File: src/rtl/tfn_ram.sv
// ----------------------------------------------------------------------------
// tfn_ram
// Generic single write port, single read port RAM with registered read.
// ----------------------------------------------------------------------------
module tfn_ram #(
  parameter int WIDTH = 8,
  parameter int DEPTH = 16
) (
  input  logic                     clk,
  input  logic                     we,
  input  logic [$clog2(DEPTH)-1:0] waddr,
  input  logic [WIDTH-1:0]         wdata,
  input  logic                     re,
  input  logic [$clog2(DEPTH)-1:0] raddr,
  output logic [WIDTH-1:0]         rdata
);

  logic [WIDTH-1:0] mem [DEPTH];
  logic [WIDTH-1:0] rdata_r;

  always_ff @(posedge clk) begin
    if (we) begin
      mem[waddr] <= wdata;
    end
    if (re) begin
      rdata_r <= mem[raddr];
    end
  end

  assign rdata = rdata_r;

endmodule

File: config.mk
export PLATFORM = sky130hd
export DESIGN_NAME = tfn_ram
export DESIGN_NICKNAME = d
export VERILOG_FILES = /design/src/rtl/tfn_ram.sv
export SDC_FILE = /design/constraint.sdc
export NUM_CORES = 1
export LEC_CHECK = 0
export BUFFER_PORTS_ARGS = -buffer_cell sky130_fd_sc_hd__buf_4
export CAP_MARGIN = 10
export CORE_MARGIN = 2
export CORE_UTILIZATION = 45
export DETAILED_ROUTE_END_ITERATION = 7
export PLACE_DENSITY = 0.65
export SLEW_MARGIN = 25
export SYNTH_ARGS = -nofsm -noshare
export SYNTH_HDL_FRONTEND = slang
export SYNTH_SLANG_ARGS = --single-unit
File: constraint.sdc
create_clock -name clk -period 2.3 [get_ports clk]
set_clock_uncertainty 0.2 [all_clocks]
set_input_delay 0.23 -clock clk [delete_from_list [all_inputs] [get_ports clk]]
set_output_delay 0.23 -clock clk [all_outputs]
set_load 0.02 [all_outputs]
# Word level (Yosys, flattened, before mapping)

Memory sizes are Yosys's and may differ from the RTL's. A register that Yosys moved wholly into a read port is not among the register bits.
Cells that the tools add are included.
Widths: inputs -> output; s select.

Bits in writable memories: 128
Input bits: 19
ROM bits: 0
Memories: 1
Register bits after elaboration: 0
Output and inout port bits: 8
Bits in latches: 0

Memories:

| name | words | width | rd ports | clocked after memory_dff | wr ports | RTL line | source |
|---|---|---|---|---|---|---|---|
| mem  | 16    | 8     | 1        | 1                        | 1        | 18       | `logic [WIDTH-1:0] mem [DEPTH];` |

Multiply operators: 0
Multiplexer cells: 2
Bitwise logic cells: 0
Add/subtract/negate cells: 0
Equality and inequality tests: 0
Order comparisons: 0
Reduce and logical (&&, ||, !) cells: 0
Shifts and indexed selects: 0
Div/mod/pow operators: 0

Operators by type and width:

| operator | number |
|---|---|
| $mux 1   | 2 |

# Depth between registers and ports, before layout

Word-level depth: 2
Gate-level depth with buffers: 5
Depth with buffers taken out: 3

# Worst setup path after synthesis

Ideal clock, no wire load.

Path type: input-to-reg
Start point: input waddr[2]
End point: memory mem[0][0], enable pin
Required time: 1.717 ns
Buffers on the path: 0
Setup time: 0.383 ns
Stages on the path: 2
Path slack: 0.377 ns
Arrival: 1.340 ns
Cells stage by stage: or3b_2 nor3_1

RTL lines:

| item               | RTL line | source |
|---|---|---|
| start: declaration | 11       | `input logic [$clog2(DEPTH)-1:0] waddr,` |
| end: declaration   | 18       |  |

No word-level cell before the write port.

==> qor_table.md <==
| Metric | Reported |
|---|---|
| Height of the chip | 112 um |
| Vias per std cell | 5.44 |
| Count of max-cap constraint violations | 0 |
| Ports placed on the boundary | 27 |
| Number of standard cells after synthesis | 229 |
| Vias in the first global route | 2539 |
| Status | finished clean |
| Number of fill cells | 837 |
| Final worst-path cycle share | 0.764 |
| Routed wire per std cell | 21.3 um |
| Number of warnings reported in the yosys synthesis log | 0 |
| Insertion delay to the later sink of the worst-skew pair | 410 ps |
| Vias post-DR | 2441 |
| Time the final worst path needs with I/O delays and setup | 1760 ps |
| Cell Area, Synth | 5230 um^2 |
| Core Footprint | 11400 um^2 |
| Inserted Diodes | 0 |
| Clock Pin Slew Worst Setup and Hold Paths | 60 ps |
| Total of buffers placed on input and output ports | 26 |
| Wirelength, routed | 9550 um |
| Non-filler cells in the finished layout | 449 |
| Worst slack at placement | 227 ps |
| Fraction of the yosys area taken by sequential cells | 0.781 |
| Post-route antenna net violation count | 0 |
| Final setup fails | 0 |
| Sinks on Clock Net | 136 |
| Maximum VDD drop | 0.379 mV |
| Die area | 12500 um^2 |
| Number of different library cells in the post-synthesis netlist | 18 |
| Unrepaired setup endpoints after global routing | false |
| Final net count | 312 |
| Area overhead of the layout relative to synthesis | 22.9% |
| Synthesized area per cell | 22.8 um^2 |
| DR iter-0 viols | 130 |
| Internal Power | 4.94 mW |
| Buffer type at the clock tree root | sky130_fd_sc_hd__clkbuf_16 |
| Setup WS post-layout | 543 ps |
| Total power per unit cell area | 946 nW/um^2 |
| Largest net degree at the start of global routing | 26 |
| First-pass DRT Iterations | 4 |
| Share of post-route cells with drive strength above 1 | 0.310 |
| Proportion of power drawn by combinational gates | 0.047 |
| Final Hold Fails | 0 |
| Clock power share | 0.491 |
| Most area-hungry cell type in the Yosys netlist | sky130_fd_sc_hd__edfxtp_1 |
| Crit end category | flip-flop |
| Final sum of negative setup slack | 0 ps |
| Least-Margin Pin Slew | 690 ps |
| First-pass GRT wire length | 14700 um |
| Static power due to leakage | 2.20 nW |
| Half-perimeter wire length after placement | 6080 um |
| Clock tree from TritonCTS | built |
| Share of total power consumed by net switching | 0.187 |
| Layout Utilization | 0.565 |
| H-Tree Level Count | 4 |
| Net Count, Synth | 248 |
| Area share of the leading cell type in the synthesized netlist | 0.781 |
| Part of the power in registers | 0.462 |
| Chip Width | 112 um |
| Req. time, crit path | 2240 ps |
| Global routing usage summed across all routing layers | 0.166 |
| Max Clk Rate | 0.569 GHz |
| Maximum net fanout on the critical path | 1 |
| Final weighted congestion of routability-driven global placement | 0.710 |
| Startpoint types | flip-flop |
| Number of synthesized register bits | 136 |
| Number of antenna violations at the first check in global routing | 0 |
| Drt drc | 0 |
| Start-to-end type of the worst setup path | reg2reg |
| Row cnt | 39 |
| Post-CTS resize count | 0 |
| Number of buffers inserted during clock tree synthesis | 17 |
| Switch Pwr | 1.14 mW |
| Hold/Removal Path Class | in2reg |
| Worst endpoint data arrival time | 1700 ps |
| Max-slew violation total from the final report | 0 |
| Aggregate global routing overflow | 0 |
| Post-CTS setup buffer count | 0 |
| Effective utilization at floorplan | 0.460 |
| Cells taking the most area after synthesis | sky130_fd_sc_hd__edfxtp_1 78%, sky130_fd_sc_hd__mux4_2 7.8%, sky130_fd_sc_hd__mux4_1 7.0% |
| Max-Slew Margin vs Limit | 0.539 |
| Max Root-Sink Buffers | 2 |
| Placed instance count | 408 |
## registers in the layout, summed over array words and instances (netlist names)
register / flops
rdata: 8
mem: 128
## cell families after synthesis
family | share of synthesized area
buffers and inverters | 0.0165
flip-flops | 0.781
multiplexers | 0.148
AO/OA/AOI/OAI | 0.0230
AND/OR/NAND/NOR | 0.0314
## final timing paths
kind / cells after the start / end / from / slack (ps)
worst min register to register: 3 / rdata[3] / mem[12][3] / 560
worst max-delay path: 3 / rdata[6] / mem[2][6] / 540
worst max register to register: 3 / rdata[6] / mem[2][6] / 540
worst min-delay path: 3 / mem[8][2] / waddr[0] / 140
## synth_stat cells (all sizes together)
cell type,number
nand3b,2
mux4,32
nor2,13
nor2b,1
a22oi,16
nand2,9
buf,7
and2b,1
nand3,1
clkdlybuf4s25,3
nor3,4
edfxtp,136
and2,1
or3b,1
nand2b,2
## worst max-delay path: stages (launching register included)
cell                       delay, ps
sky130_fd_sc_hd__edfxtp_1        360
sky130_fd_sc_hd__mux4_2          460
sky130_fd_sc_hd__a22oi_1         300
sky130_fd_sc_hd__nand2_1         160
## through the flow
stage	cell area (um^2)	total power [mW]	hold WS, ps
after floorplan	5230	3.01	129
after global placement	5680	3.13	336
after detailed placement	5680	3.14	349
after CTS	6420	6.13	123
after global routing	6420	6.27	133
final	6420	6.08	140
## layout make-up
type                       instances  area [um^2]  share of cell area
timing repair buffer              55          448              0.0697
tap                              143          179              0.0278
clock inverter                    15          231              0.0360
clock buffer                      17          425              0.0662
sequential                       136         4080               0.636
multi-input combinational         83         1060               0.165
## repair_timing
action | 4_1_cts | 5_1_grt
setup endpoints to repair | 0 | 0
hold endpoints to repair | 136 | 0
hold buffers | 9 | 0
## power groups by stage
stage	Clock, mW	Combinational (mW)	Sequential (mW)
3_3_place_gp	0	0.277	2.86
4_1_cts	3.03	0.295	2.81
6_report	2.98	0.289	2.81
3_5_place_dp	0	0.282	2.86
5_1_grt	3.14	0.314	2.81
2_1_floorplan	0	0.141	2.87
## cell usage in the layout, fill, tap and decap left out
master	instances
sky130_fd_sc_hd__mux4_1	14
sky130_fd_sc_hd__clkinv_2	4
sky130_fd_sc_hd__bufinv_16	6
sky130_fd_sc_hd__edfxtp_1	136
sky130_fd_sc_hd__nand3_1	1
sky130_fd_sc_hd__dlygate4sd3_1	9
sky130_fd_sc_hd__and2b_1	1
sky130_fd_sc_hd__and2_1	1
sky130_fd_sc_hd__mux4_2	18
sky130_fd_sc_hd__clkinv_1	2
sky130_fd_sc_hd__a22oi_1	16
sky130_fd_sc_hd__buf_4	45
sky130_fd_sc_hd__clkbuf_16	17
sky130_fd_sc_hd__nor2b_1	1
sky130_fd_sc_hd__or3b_2	1
sky130_fd_sc_hd__clkinvlp_4	2
sky130_fd_sc_hd__nand2b_1	2
sky130_fd_sc_hd__nand3b_1	2
sky130_fd_sc_hd__nor2_1	13
sky130_fd_sc_hd__nor3_1	4
sky130_fd_sc_hd__nand2_1	9
sky130_fd_sc_hd__buf_12	1
sky130_fd_sc_hd__clkinv_4	1
## metal layers
metal,vias to the layer above,part of all wire,wire length [um],global-route usage
met5,-,0,0,0
met4,0,0.014,135,0.0667
met3,10,0.063,600,0.0539
met2,75,0.51,4900,0.269
met1,1249,0.41,3910,0.210
li1,1107,-,-,-
Power figures use the tool's default switching activity.
